--- src/rtl/core/bdk_pkg.sv ---
// bdk_pkg: types, widths, register codes and helpers for the background difference key
// no dependencies
package bdk_pkg;

	localparam int SAMPLE_W  = 16;
	localparam int DIFF_W    = 18;
	localparam int INV_W     = 24;
	localparam int SUM_W     = 48;
	localparam int CFG_IDX_W = 3;
	localparam int CFG_DATA_W = 48;
	localparam int PROD_W    = DIFF_W + INV_W;
	localparam int RND_W     = PROD_W + 1;
	localparam int RAMP_W    = RND_W - 8;

	typedef logic [CFG_IDX_W-1:0] cfg_idx_t;

	localparam cfg_idx_t CFG_SAMPLE_MAX   = 3'd0;
	localparam cfg_idx_t CFG_MATCH_LIMIT  = 3'd1;
	localparam cfg_idx_t CFG_BLEND_ON     = 3'd2;
	localparam cfg_idx_t CFG_INV_BLEND    = 3'd3;
	localparam cfg_idx_t CFG_CHANGE_LIMIT = 3'd4;

	typedef struct packed {
		logic [SAMPLE_W-1:0] sample_max;
		logic [DIFF_W-1:0]   match_limit;
		logic                blend_on;
		logic [INV_W-1:0]    inv_blend;
		logic [SUM_W-1:0]    change_limit;
	} cfg_t;

	localparam cfg_t CFG_RESET = '{
		sample_max:   16'd255,
		match_limit:  18'd76,
		blend_on:     1'b0,
		inv_blend:    24'd256,
		change_limit: 48'd0
	};

	// one classified pixel on its way from front to back
	typedef struct packed {
		logic [DIFF_W-1:0] diff;
		logic              last;
		logic              replace;
		logic [SUM_W-1:0]  frame_sum;
	} work_t;

	function automatic logic [SAMPLE_W-1:0] absdiff(input logic [SAMPLE_W-1:0] a,
			input logic [SAMPLE_W-1:0] b);
		absdiff = (a > b) ? (a - b) : (b - a);
	endfunction

endpackage

--- src/rtl/core/bdk_in_if.sv ---
// bdk_in_if: pixel input channel, valid/ready with current and background samples
// depends on bdk_pkg
interface bdk_in_if;
	logic                          valid;
	logic                          ready;
	logic [bdk_pkg::SAMPLE_W-1:0]  cur_luma;
	logic [bdk_pkg::SAMPLE_W-1:0]  cur_cb;
	logic [bdk_pkg::SAMPLE_W-1:0]  cur_cr;
	logic [bdk_pkg::SAMPLE_W-1:0]  bg_luma;
	logic [bdk_pkg::SAMPLE_W-1:0]  bg_cb;
	logic [bdk_pkg::SAMPLE_W-1:0]  bg_cr;
	logic                          frame_last;

	modport source(output valid, cur_luma, cur_cb, cur_cr, bg_luma, bg_cb, bg_cr,
		frame_last, input ready);
	modport sink(input valid, cur_luma, cur_cb, cur_cr, bg_luma, bg_cb, bg_cr,
		frame_last, output ready);
endinterface

--- src/rtl/core/bdk_out_if.sv ---
// bdk_out_if: key output channel, valid/ready with alpha and frame status
// depends on bdk_pkg
interface bdk_out_if;
	logic                         valid;
	logic                         ready;
	logic [bdk_pkg::SAMPLE_W-1:0] alpha;
	logic                         frame_done;
	logic                         replace_background;
	logic [bdk_pkg::SUM_W-1:0]    frame_sum;

	modport source(output valid, alpha, frame_done, replace_background, frame_sum,
		input ready);
	modport sink(input valid, alpha, frame_done, replace_background, frame_sum,
		output ready);
endinterface

--- src/rtl/core/bdk_front.sv ---
// bdk_front: accepts pixels, forms the difference, keeps the frame sum and decides replacement
// depends on bdk_pkg and bdk_in_if
module bdk_front (
	input  logic            clk,
	input  logic            arst_n,
	input  bdk_pkg::cfg_t   cfg,
	bdk_in_if.sink          pix,
	output logic            push,
	output bdk_pkg::work_t  push_word,
	input  logic            q_full
);

	logic                        bg_valid_q;
	logic [bdk_pkg::SUM_W-1:0]   acc_q;

	logic                        valid_s1;
	logic [bdk_pkg::DIFF_W-1:0]  diff_s1;
	logic                        last_s1;
	logic                        first_s1;

	logic                        valid_s2;
	logic [bdk_pkg::DIFF_W-1:0]  diff_s2;
	logic                        last_s2;
	logic                        first_s2;
	logic [bdk_pkg::SUM_W-1:0]   sum_s2;

	logic                        accept;
	logic                        adv_s1;
	logic                        adv_s2;
	logic [bdk_pkg::DIFF_W-1:0]  diff_in;
	logic [bdk_pkg::SUM_W:0]     sum_add;
	logic [bdk_pkg::SUM_W-1:0]   sum_next;

	assign adv_s2    = valid_s2 && !q_full;
	assign adv_s1    = valid_s1 && (!valid_s2 || adv_s2);
	assign pix.ready = !valid_s1 || adv_s1;
	assign accept    = pix.valid && pix.ready;

	// no background before the first frame ends, so the difference counts as zero
	assign diff_in = bg_valid_q ?
		(bdk_pkg::DIFF_W'(bdk_pkg::absdiff(pix.cur_luma, pix.bg_luma))
		+ bdk_pkg::DIFF_W'(bdk_pkg::absdiff(pix.cur_cb, pix.bg_cb))
		+ bdk_pkg::DIFF_W'(bdk_pkg::absdiff(pix.cur_cr, pix.bg_cr)))
		: '0;

	assign sum_add  = {1'b0, acc_q} + (bdk_pkg::SUM_W + 1)'(diff_s1);
	assign sum_next = sum_add[bdk_pkg::SUM_W] ? '1 : sum_add[bdk_pkg::SUM_W-1:0];

	always_ff @(posedge clk or negedge arst_n) begin
		if (!arst_n) begin
			bg_valid_q <= 1'b0;
			acc_q      <= '0;
			valid_s1   <= 1'b0;
			valid_s2   <= 1'b0;
		end else begin
			if (accept && pix.frame_last) begin
				bg_valid_q <= 1'b1;
			end
			if (pix.ready) begin
				valid_s1 <= pix.valid;
			end
			if (!valid_s2 || adv_s2) begin
				valid_s2 <= valid_s1;
			end
			if (adv_s1) begin
				acc_q <= last_s1 ? '0 : sum_next;
			end
		end
	end

	always_ff @(posedge clk) begin
		if (accept) begin
			diff_s1  <= diff_in;
			last_s1  <= pix.frame_last;
			first_s1 <= !bg_valid_q;
		end
		if (adv_s1) begin
			diff_s2  <= diff_s1;
			last_s2  <= last_s1;
			first_s2 <= first_s1;
			sum_s2   <= sum_next;
		end
	end

	always_comb begin
		push                = adv_s2;
		push_word.diff      = diff_s2;
		push_word.last      = last_s2;
		push_word.replace   = last_s2 && (first_s2 || (sum_s2 > cfg.change_limit));
		push_word.frame_sum = last_s2 ? sum_s2 : '0;
	end

endmodule

--- src/rtl/core/bdk_queue.sv ---
// bdk_queue: short first-in first-out queue of classified words between front and back
// depends on bdk_pkg
module bdk_queue #(
	parameter int DEPTH = 4
) (
	input  logic            clk,
	input  logic            arst_n,
	input  logic            push,
	input  bdk_pkg::work_t  push_word,
	output logic            full,
	input  logic            pop,
	output bdk_pkg::work_t  pop_word,
	output logic            not_empty
);

	localparam int PTR_W = (DEPTH > 1) ? $clog2(DEPTH) : 1;
	localparam int CNT_W = $clog2(DEPTH + 1);

	bdk_pkg::work_t      mem_q [DEPTH];
	logic [PTR_W-1:0]    wr_ptr_q;
	logic [PTR_W-1:0]    rd_ptr_q;
	logic [CNT_W-1:0]    count_q;
	logic                do_push;
	logic                do_pop;

	assign full      = (count_q == CNT_W'(DEPTH));
	assign not_empty = (count_q != '0);
	assign do_push   = push && !full;
	assign do_pop    = pop && not_empty;
	assign pop_word  = mem_q[rd_ptr_q];

	always_ff @(posedge clk or negedge arst_n) begin
		if (!arst_n) begin
			wr_ptr_q <= '0;
			rd_ptr_q <= '0;
			count_q  <= '0;
		end else begin
			if (do_push) begin
				wr_ptr_q <= (wr_ptr_q == PTR_W'(DEPTH - 1)) ? '0 : wr_ptr_q + 1'b1;
			end
			if (do_pop) begin
				rd_ptr_q <= (rd_ptr_q == PTR_W'(DEPTH - 1)) ? '0 : rd_ptr_q + 1'b1;
			end
			if (do_push && !do_pop) begin
				count_q <= count_q + 1'b1;
			end else if (do_pop && !do_push) begin
				count_q <= count_q - 1'b1;
			end
		end
	end

	always_ff @(posedge clk) begin
		if (do_push) begin
			mem_q[wr_ptr_q] <= push_word;
		end
	end

endmodule

--- src/rtl/core/bdk_back.sv ---
// bdk_back: turns classified words into alpha, hard threshold or soft ramp, with output register
// depends on bdk_pkg and bdk_out_if
module bdk_back (
	input  logic            clk,
	input  logic            arst_n,
	input  bdk_pkg::cfg_t   cfg,
	input  logic            q_not_empty,
	input  bdk_pkg::work_t  q_word,
	output logic            pop,
	bdk_out_if.source       key
);

	logic                          valid_s1;
	logic [bdk_pkg::PROD_W-1:0]    prod_s1;
	logic                          ge_s1;
	logic                          gt_s1;
	logic                          last_s1;
	logic                          replace_s1;
	logic [bdk_pkg::SUM_W-1:0]     sum_s1;

	logic                          valid_s2;
	logic [bdk_pkg::SAMPLE_W-1:0]  alpha_s2;
	logic                          last_s2;
	logic                          replace_s2;
	logic [bdk_pkg::SUM_W-1:0]     sum_s2;

	logic                          adv_s1;
	logic [bdk_pkg::DIFF_W-1:0]    delta;
	logic [bdk_pkg::RND_W-1:0]     rnd;
	logic [bdk_pkg::RAMP_W-1:0]    ramp;
	logic [bdk_pkg::SAMPLE_W-1:0]  ramp_clip;
	logic [bdk_pkg::SAMPLE_W-1:0]  alpha_next;

	assign adv_s1 = valid_s1 && (!valid_s2 || key.ready);
	assign pop    = q_not_empty && (!valid_s1 || adv_s1);
	assign delta  = cfg.match_limit - q_word.diff;

	// ceiling of the q.8 product, limited to the sample range
	assign rnd       = bdk_pkg::RND_W'(prod_s1) + bdk_pkg::RND_W'(255);
	assign ramp      = rnd[bdk_pkg::RND_W-1:8];
	assign ramp_clip = (ramp > bdk_pkg::RAMP_W'(cfg.sample_max)) ? cfg.sample_max
		: ramp[bdk_pkg::SAMPLE_W-1:0];

	always_comb begin
		if (cfg.blend_on) begin
			alpha_next = ge_s1 ? cfg.sample_max : (cfg.sample_max - ramp_clip);
		end else begin
			alpha_next = gt_s1 ? cfg.sample_max : '0;
		end
	end

	always_ff @(posedge clk or negedge arst_n) begin
		if (!arst_n) begin
			valid_s1 <= 1'b0;
			valid_s2 <= 1'b0;
		end else begin
			if (!valid_s1 || adv_s1) begin
				valid_s1 <= q_not_empty;
			end
			if (!valid_s2 || key.ready) begin
				valid_s2 <= valid_s1;
			end
		end
	end

	always_ff @(posedge clk) begin
		if (pop) begin
			prod_s1    <= bdk_pkg::PROD_W'(delta) * bdk_pkg::PROD_W'(cfg.inv_blend);
			ge_s1      <= (q_word.diff >= cfg.match_limit);
			gt_s1      <= (q_word.diff > cfg.match_limit);
			last_s1    <= q_word.last;
			replace_s1 <= q_word.replace;
			sum_s1     <= q_word.frame_sum;
		end
		if (adv_s1) begin
			alpha_s2   <= alpha_next;
			last_s2    <= last_s1;
			replace_s2 <= replace_s1;
			sum_s2     <= sum_s1;
		end
	end

	assign key.valid              = valid_s2;
	assign key.alpha              = alpha_s2;
	assign key.frame_done         = last_s2;
	assign key.replace_background = replace_s2;
	assign key.frame_sum          = sum_s2;

endmodule

--- src/rtl/core/background_difference_key.sv ---
// background_difference_key: top level, register file, front, queue and back
// depends on bdk_pkg, bdk_in_if, bdk_out_if, bdk_front, bdk_queue, bdk_back
//
//   channel  direction  handshake        payload
//   pix      in         valid / ready    current and background samples, frame_last
//   key      out        valid / ready    alpha, frame_done, replace_background, frame_sum
//   cfg      in         cfg_we           cfg_idx, cfg_wdata
//
// one pixel per clock while key keeps taking words; a word taken at pix shows on key after
// the second front stage, the queue, the multiplier stage and the output register
// reset clears all control state and loads the register defaults, no clearing pass
// the front keeps taking words while the queue has room, so a stall on key
// reaches pix only after the queue of QUEUE_DEPTH words has filled
module background_difference_key #(
	parameter int QUEUE_DEPTH = 4
) (
	input  logic                               clk,
	input  logic                               arst_n,
	bdk_in_if.sink                             pix,
	bdk_out_if.source                          key,
	input  logic                               cfg_we,
	input  logic [bdk_pkg::CFG_IDX_W-1:0]      cfg_idx,
	input  logic [bdk_pkg::CFG_DATA_W-1:0]     cfg_wdata
);

	bdk_pkg::cfg_t   cfg_q;
	logic            push;
	bdk_pkg::work_t  push_word;
	logic            q_full;
	logic            pop;
	bdk_pkg::work_t  pop_word;
	logic            q_not_empty;

	always_ff @(posedge clk or negedge arst_n) begin
		if (!arst_n) begin
			cfg_q <= bdk_pkg::CFG_RESET;
		end else if (cfg_we) begin
			unique case (cfg_idx)
				bdk_pkg::CFG_SAMPLE_MAX: begin
					cfg_q.sample_max <= cfg_wdata[bdk_pkg::SAMPLE_W-1:0];
				end
				bdk_pkg::CFG_MATCH_LIMIT: begin
					cfg_q.match_limit <= cfg_wdata[bdk_pkg::DIFF_W-1:0];
				end
				bdk_pkg::CFG_BLEND_ON: begin
					cfg_q.blend_on <= cfg_wdata[0];
				end
				bdk_pkg::CFG_INV_BLEND: begin
					cfg_q.inv_blend <= cfg_wdata[bdk_pkg::INV_W-1:0];
				end
				bdk_pkg::CFG_CHANGE_LIMIT: begin
					cfg_q.change_limit <= cfg_wdata[bdk_pkg::SUM_W-1:0];
				end
				default: begin
				end
			endcase
		end
	end

	bdk_front u_front (
		.clk       (clk),
		.arst_n    (arst_n),
		.cfg       (cfg_q),
		.pix       (pix),
		.push      (push),
		.push_word (push_word),
		.q_full    (q_full)
	);

	bdk_queue #(
		.DEPTH (QUEUE_DEPTH)
	) u_queue (
		.clk       (clk),
		.arst_n    (arst_n),
		.push      (push),
		.push_word (push_word),
		.full      (q_full),
		.pop       (pop),
		.pop_word  (pop_word),
		.not_empty (q_not_empty)
	);

	bdk_back u_back (
		.clk         (clk),
		.arst_n      (arst_n),
		.cfg         (cfg_q),
		.q_not_empty (q_not_empty),
		.q_word      (pop_word),
		.pop         (pop),
		.key         (key)
	);

endmodule
--- src/flat_wrapper.sv ---
// flat-port wrapper written by rule: the top's interface ports become plain ports
module background_difference_key_flat 
#(
	parameter int QUEUE_DEPTH = 4
)
  (clk, arst_n, cfg_we, cfg_idx, cfg_wdata, pix_valid, pix_cur_luma, pix_cur_cb, pix_cur_cr, pix_bg_luma, pix_bg_cb, pix_bg_cr, pix_frame_last, pix_ready, key_valid, key_alpha, key_frame_done, key_replace_background, key_frame_sum, key_ready);
  bdk_in_if pix_i ();
  bdk_out_if key_i ();
  input  logic clk;
  input  logic arst_n;
  input  logic cfg_we;
  input  logic [bdk_pkg::CFG_IDX_W-1:0] cfg_idx;
  input  logic [bdk_pkg::CFG_DATA_W-1:0] cfg_wdata;
  input wire logic [$bits(pix_i.valid)-1:0] pix_valid;
  input wire logic [$bits(pix_i.cur_luma)-1:0] pix_cur_luma;
  input wire logic [$bits(pix_i.cur_cb)-1:0] pix_cur_cb;
  input wire logic [$bits(pix_i.cur_cr)-1:0] pix_cur_cr;
  input wire logic [$bits(pix_i.bg_luma)-1:0] pix_bg_luma;
  input wire logic [$bits(pix_i.bg_cb)-1:0] pix_bg_cb;
  input wire logic [$bits(pix_i.bg_cr)-1:0] pix_bg_cr;
  input wire logic [$bits(pix_i.frame_last)-1:0] pix_frame_last;
  output wire logic [$bits(pix_i.ready)-1:0] pix_ready;
  output wire logic [$bits(key_i.valid)-1:0] key_valid;
  output wire logic [$bits(key_i.alpha)-1:0] key_alpha;
  output wire logic [$bits(key_i.frame_done)-1:0] key_frame_done;
  output wire logic [$bits(key_i.replace_background)-1:0] key_replace_background;
  output wire logic [$bits(key_i.frame_sum)-1:0] key_frame_sum;
  input wire logic [$bits(key_i.ready)-1:0] key_ready;
  assign pix_i.valid = pix_valid;
  assign pix_i.cur_luma = pix_cur_luma;
  assign pix_i.cur_cb = pix_cur_cb;
  assign pix_i.cur_cr = pix_cur_cr;
  assign pix_i.bg_luma = pix_bg_luma;
  assign pix_i.bg_cb = pix_bg_cb;
  assign pix_i.bg_cr = pix_bg_cr;
  assign pix_i.frame_last = pix_frame_last;
  assign pix_ready = pix_i.ready;
  assign key_valid = key_i.valid;
  assign key_alpha = key_i.alpha;
  assign key_frame_done = key_i.frame_done;
  assign key_replace_background = key_i.replace_background;
  assign key_frame_sum = key_i.frame_sum;
  assign key_i.ready = key_ready;
  background_difference_key #(.QUEUE_DEPTH(QUEUE_DEPTH)) u_core (.clk(clk), .arst_n(arst_n), .pix(pix_i), .key(key_i), .cfg_we(cfg_we), .cfg_idx(cfg_idx), .cfg_wdata(cfg_wdata));
endmodule
--- config.mk ---
export PLATFORM = sky130hd
export DESIGN_NAME = background_difference_key_flat
export DESIGN_NICKNAME = d
export VERILOG_FILES = /design/src/rtl/core/bdk_pkg.sv /design/src/rtl/core/bdk_in_if.sv /design/src/rtl/core/bdk_out_if.sv /design/src/rtl/core/bdk_front.sv /design/src/rtl/core/bdk_queue.sv /design/src/rtl/core/bdk_back.sv /design/src/rtl/core/background_difference_key.sv /design/src/flat_wrapper.sv
export SDC_FILE = /design/constraint.sdc
export NUM_CORES = 2
export LEC_CHECK = 0
export ABC_AREA = 1
export BUFFER_PORTS_ARGS = -buffer_cell sky130_fd_sc_hd__buf_2
export CAP_MARGIN = 10
export CORE_ASPECT_RATIO = 1.2
export CORE_UTILIZATION = 50
export CTS_CLUSTER_DIAMETER = 80
export DETAILED_ROUTE_END_ITERATION = 10
export PLACE_DENSITY = 0.67
export SYNTH_ARGS = -nofsm -noshare
export SYNTH_HDL_FRONTEND = slang
export SYNTH_SLANG_ARGS = --single-unit
--- constraint.sdc ---
create_clock -name clk -period 16.7 [get_ports clk]
set_input_delay 0.835 -clock clk [delete_from_list [all_inputs] [get_ports clk]]
set_output_delay 0.835 -clock clk [all_outputs]
set_load 0.02 [all_outputs]
==> metrics <==
Num CTS Buffers 69; Post-synth EDFFs 520; pin count of the biggest net entering global routing 106; Netlist Area Pre-Place approximately 50000 um2; setup TNS 0 ns; Reg-to-Reg End u_core.u_back.prod_s1[36]$_DFFE_PP_; count leader, synth nand2_1; H-tree levels 3; delay-heaviest family, CP adder cells; Yosys Warn Count 0; Async SR Flop Fraction 0.243; fin crit period about 9.9 ns; vias in the first global route 38.2k; Area contributors post-synth edfxtp_1 (31%), fa_1 (15%), ha_1 (8.6%), nand2_1 (7.8%), inv_1 (7.7%); GRT Util Overall 0.260; Boundary Pins ~220; clk slew on worst S/H paths roughly 0.060 ns; crit path max-delay cell type buf_4; postcts setup bufs 0; Final Hold Violating Endpoints 0; P&R area growth vs syn 9.39%; most used cell, CP fa_1; hold_buf cts 0; area share of the largest cell type after synthesis 0.310; global-route wire length before repair ~210000 um; Critical Path Sink Type flop; syn_area_per_cell 9.13 um2; clk root buf clkbuf_16; row cnt around 130; Reg2Reg Depth 32; number of remaining DRC errors 0; die area between 100000 and 150000 um2; placed cell count about 7k; #FFs+latches synth 687; Worst-Skew Late Latency 0.63 ns; FF-to-FF setup slack 6.82 ns; unrepaired setup endpoints after global routing no; post-synthesis cell type count 67; most common library cells after synthesis nand2_1 (1044), inv_1 (1035), edfxtp_1 (520), nor2_1 (477), fa_1 (379); Post-DP HPWL a little over 100000 um; max cap viols 0; final setup violation count 0; type of origin of the critical path flop; CTS max path bufs 3; Gate Count Post-Synth ~5.5k; fmax slightly above 100 MHz; Die H about 350 um; DRT Pass-1 Iters 6; Setup Skew between 0.02 and 0.03 ns; post-CTS sizing 0; outcome completed; DR vias 38.0k; post-synth top area cell edfxtp_1; antenna viol nets, final 0; antenna violations before repair 8; DR iter-0 viols ~2.7k; Via density about 5.4; delay of the slowest cell on the worst path around 0.85 ns; worst hold path class in2async; drt wl/cell 18.7 um; Slew Viols, Final 0; Final Net Count 6546; gpl congestion between 0.9 and 1; Main synth FF type edfxtp_1; share of the yosys chip area belonging to registers 0.394; Crit Path Category reg2reg; Sink Count between 600 and 700; Final Cycle Share 0.591; die width 292 um; Worst Path Required approximately 17 ns; CP Buf/Inv Count 5; Routed WL 131000 um; syn nets 6387; share of layout cells above drive strength 1 0.0823; Critical Path Fanout Max 105; R2R Path Start u_core.u_queue.rd_ptr_q[0]$_DFFE_PN0P_; Slew HR 0.221; PortBufs 220; worst-margin pin slew 1.17 ns; total grt overflow 0; core area 99800 um2; Worst EP arrival a little over 10 ns; TritonCTS clock tree built; Non-Filler Instances 7014; Initial Util 0.504; final core occ 0.551
per-stage QoR:
stage | cell area, um2 | hold WS, ns | setup slack [ns]
finish | 55000 | 0.214 | 6.82
floorplan | 50300 | 0.400 | 8.24
detailed placement | 52600 | 0.405 | 6.87
global route | 55000 | 0.268 | 6.17
CTS | 55000 | 0.232 | 6.88
global placement | 52600 | 0.402 | 6.99
cells in the final DEF, fill, tap and decap left out, types with 15 or more instances in the layout:
| cell | n |
|---|---|
| a21o_1 | 18 |
| a21oi_1 | 313 |
| a31oi_1 | 28 |
| a32o_1 | 17 |
| buf_2 | 219 |
| buf_4 | 23 |
| clkbuf_1 | 15 |
| clkbuf_16 | 70 |
| dfrtp_1 | 154 |
| edfxtp_1 | 520 |
| fa_1 | 379 |
| ha_1 | 346 |
| inv_1 | 1031 |
| nand2_1 | 1044 |
| nand3_1 | 144 |
| nand4_1 | 46 |
| nor2_1 | 472 |
| nor3_1 | 50 |
| o21ai_0 | 367 |
| o22ai_1 | 57 |
| or2_2 | 36 |
| xnor2_1 | 38 |
| xor2_1 | 88 |
worst max path at each step:
stage / start / to / slack, ns / depth (start not counted)
2_1_floorplan: u_core.u_queue.rd_ptr_q[0]$_DFFE_PN0P_ / u_core.u_back.prod_s1[36]$_DFFE_PP_ / 8.24 / 39
6_report: u_core.u_queue.rd_ptr_q[0]$_DFFE_PN0P_ / u_core.u_back.prod_s1[36]$_DFFE_PP_ / 6.82 / 32
4_1_cts: u_core.u_queue.rd_ptr_q[0]$_DFFE_PN0P_ / u_core.u_back.prod_s1[36]$_DFFE_PP_ / 6.88 / 32
3_5_place_dp: u_core.u_queue.rd_ptr_q[0]$_DFFE_PN0P_ / u_core.u_back.prod_s1[36]$_DFFE_PP_ / 6.87 / 32
5_1_grt: u_core.u_queue.rd_ptr_q[0]$_DFFE_PN0P_ / u_core.u_back.prod_s1[36]$_DFFE_PP_ / 6.17 / 32
3_3_place_gp: u_core.u_queue.rd_ptr_q[0]$_DFFE_PN0P_ / u_core.u_back.prod_s1[36]$_DFFE_PP_ / 6.99 / 32
routing by layer:
layer,vias up,GRT usage,wire (um)
met2,1204,0.451,64300
li1,18088,-,-
met1,18484,0.336,54700
met4,10,0.0905,4510
met3,222,0.0314,7830
met5,-,0,73
cell type report:
type / instances / area (um2)
repair buffers: 244 / 1310
inverters: 1042 / 3920
well taps: 1290 / 1610
multi-input cells: 3624 / 26000
diodes: 1 / 2.50
clock inverters: 33 / 443
fillers: 8937 / 44800
clock buffers: 93 / 1920
flip-flops and latches: 687 / 19800
sequential cells by signal, summed over array words and instances, names as in the netlist, 2 cells and up:
register and count:
u_core.u_queue.count_q 3, u_core.u_front.sum_s2 48, u_core.u_front.diff_s1 18, u_core.u_back.key.alpha 16, u_core.u_front.diff_s2 18, u_core.u_back.prod_s1 42
u_core.u_queue.mem_q 272, u_core.cfg_q 107, u_core.u_queue.rd_ptr_q 2, u_core.u_queue.wr_ptr_q 2, u_core.u_front.acc_q 48, u_core.u_back.key.frame_sum 48
u_core.u_back.sum_s1 48
kinds of logic after synthesis:
| kind of cell | Yosys count | share of synthesized area |
|---|---|---|
| XOR/XNOR | 129 | 0.0228 |
| flip-flops | 687 | 0.394 |
| multiplexers | 24 | 0.00505 |
| AND/OR/NAND/NOR | 1850 | 0.151 |
| AO/OA/AOI/OAI | 896 | 0.0999 |
| adder cells (fa/ha/maj) | 725 | 0.237 |
| buffers and inverters | 1198 | 0.0906 |
Power is left out: the tool's default activity adds up to more than one toggle a clock period on the data nets, which glitch-free logic cannot reach.
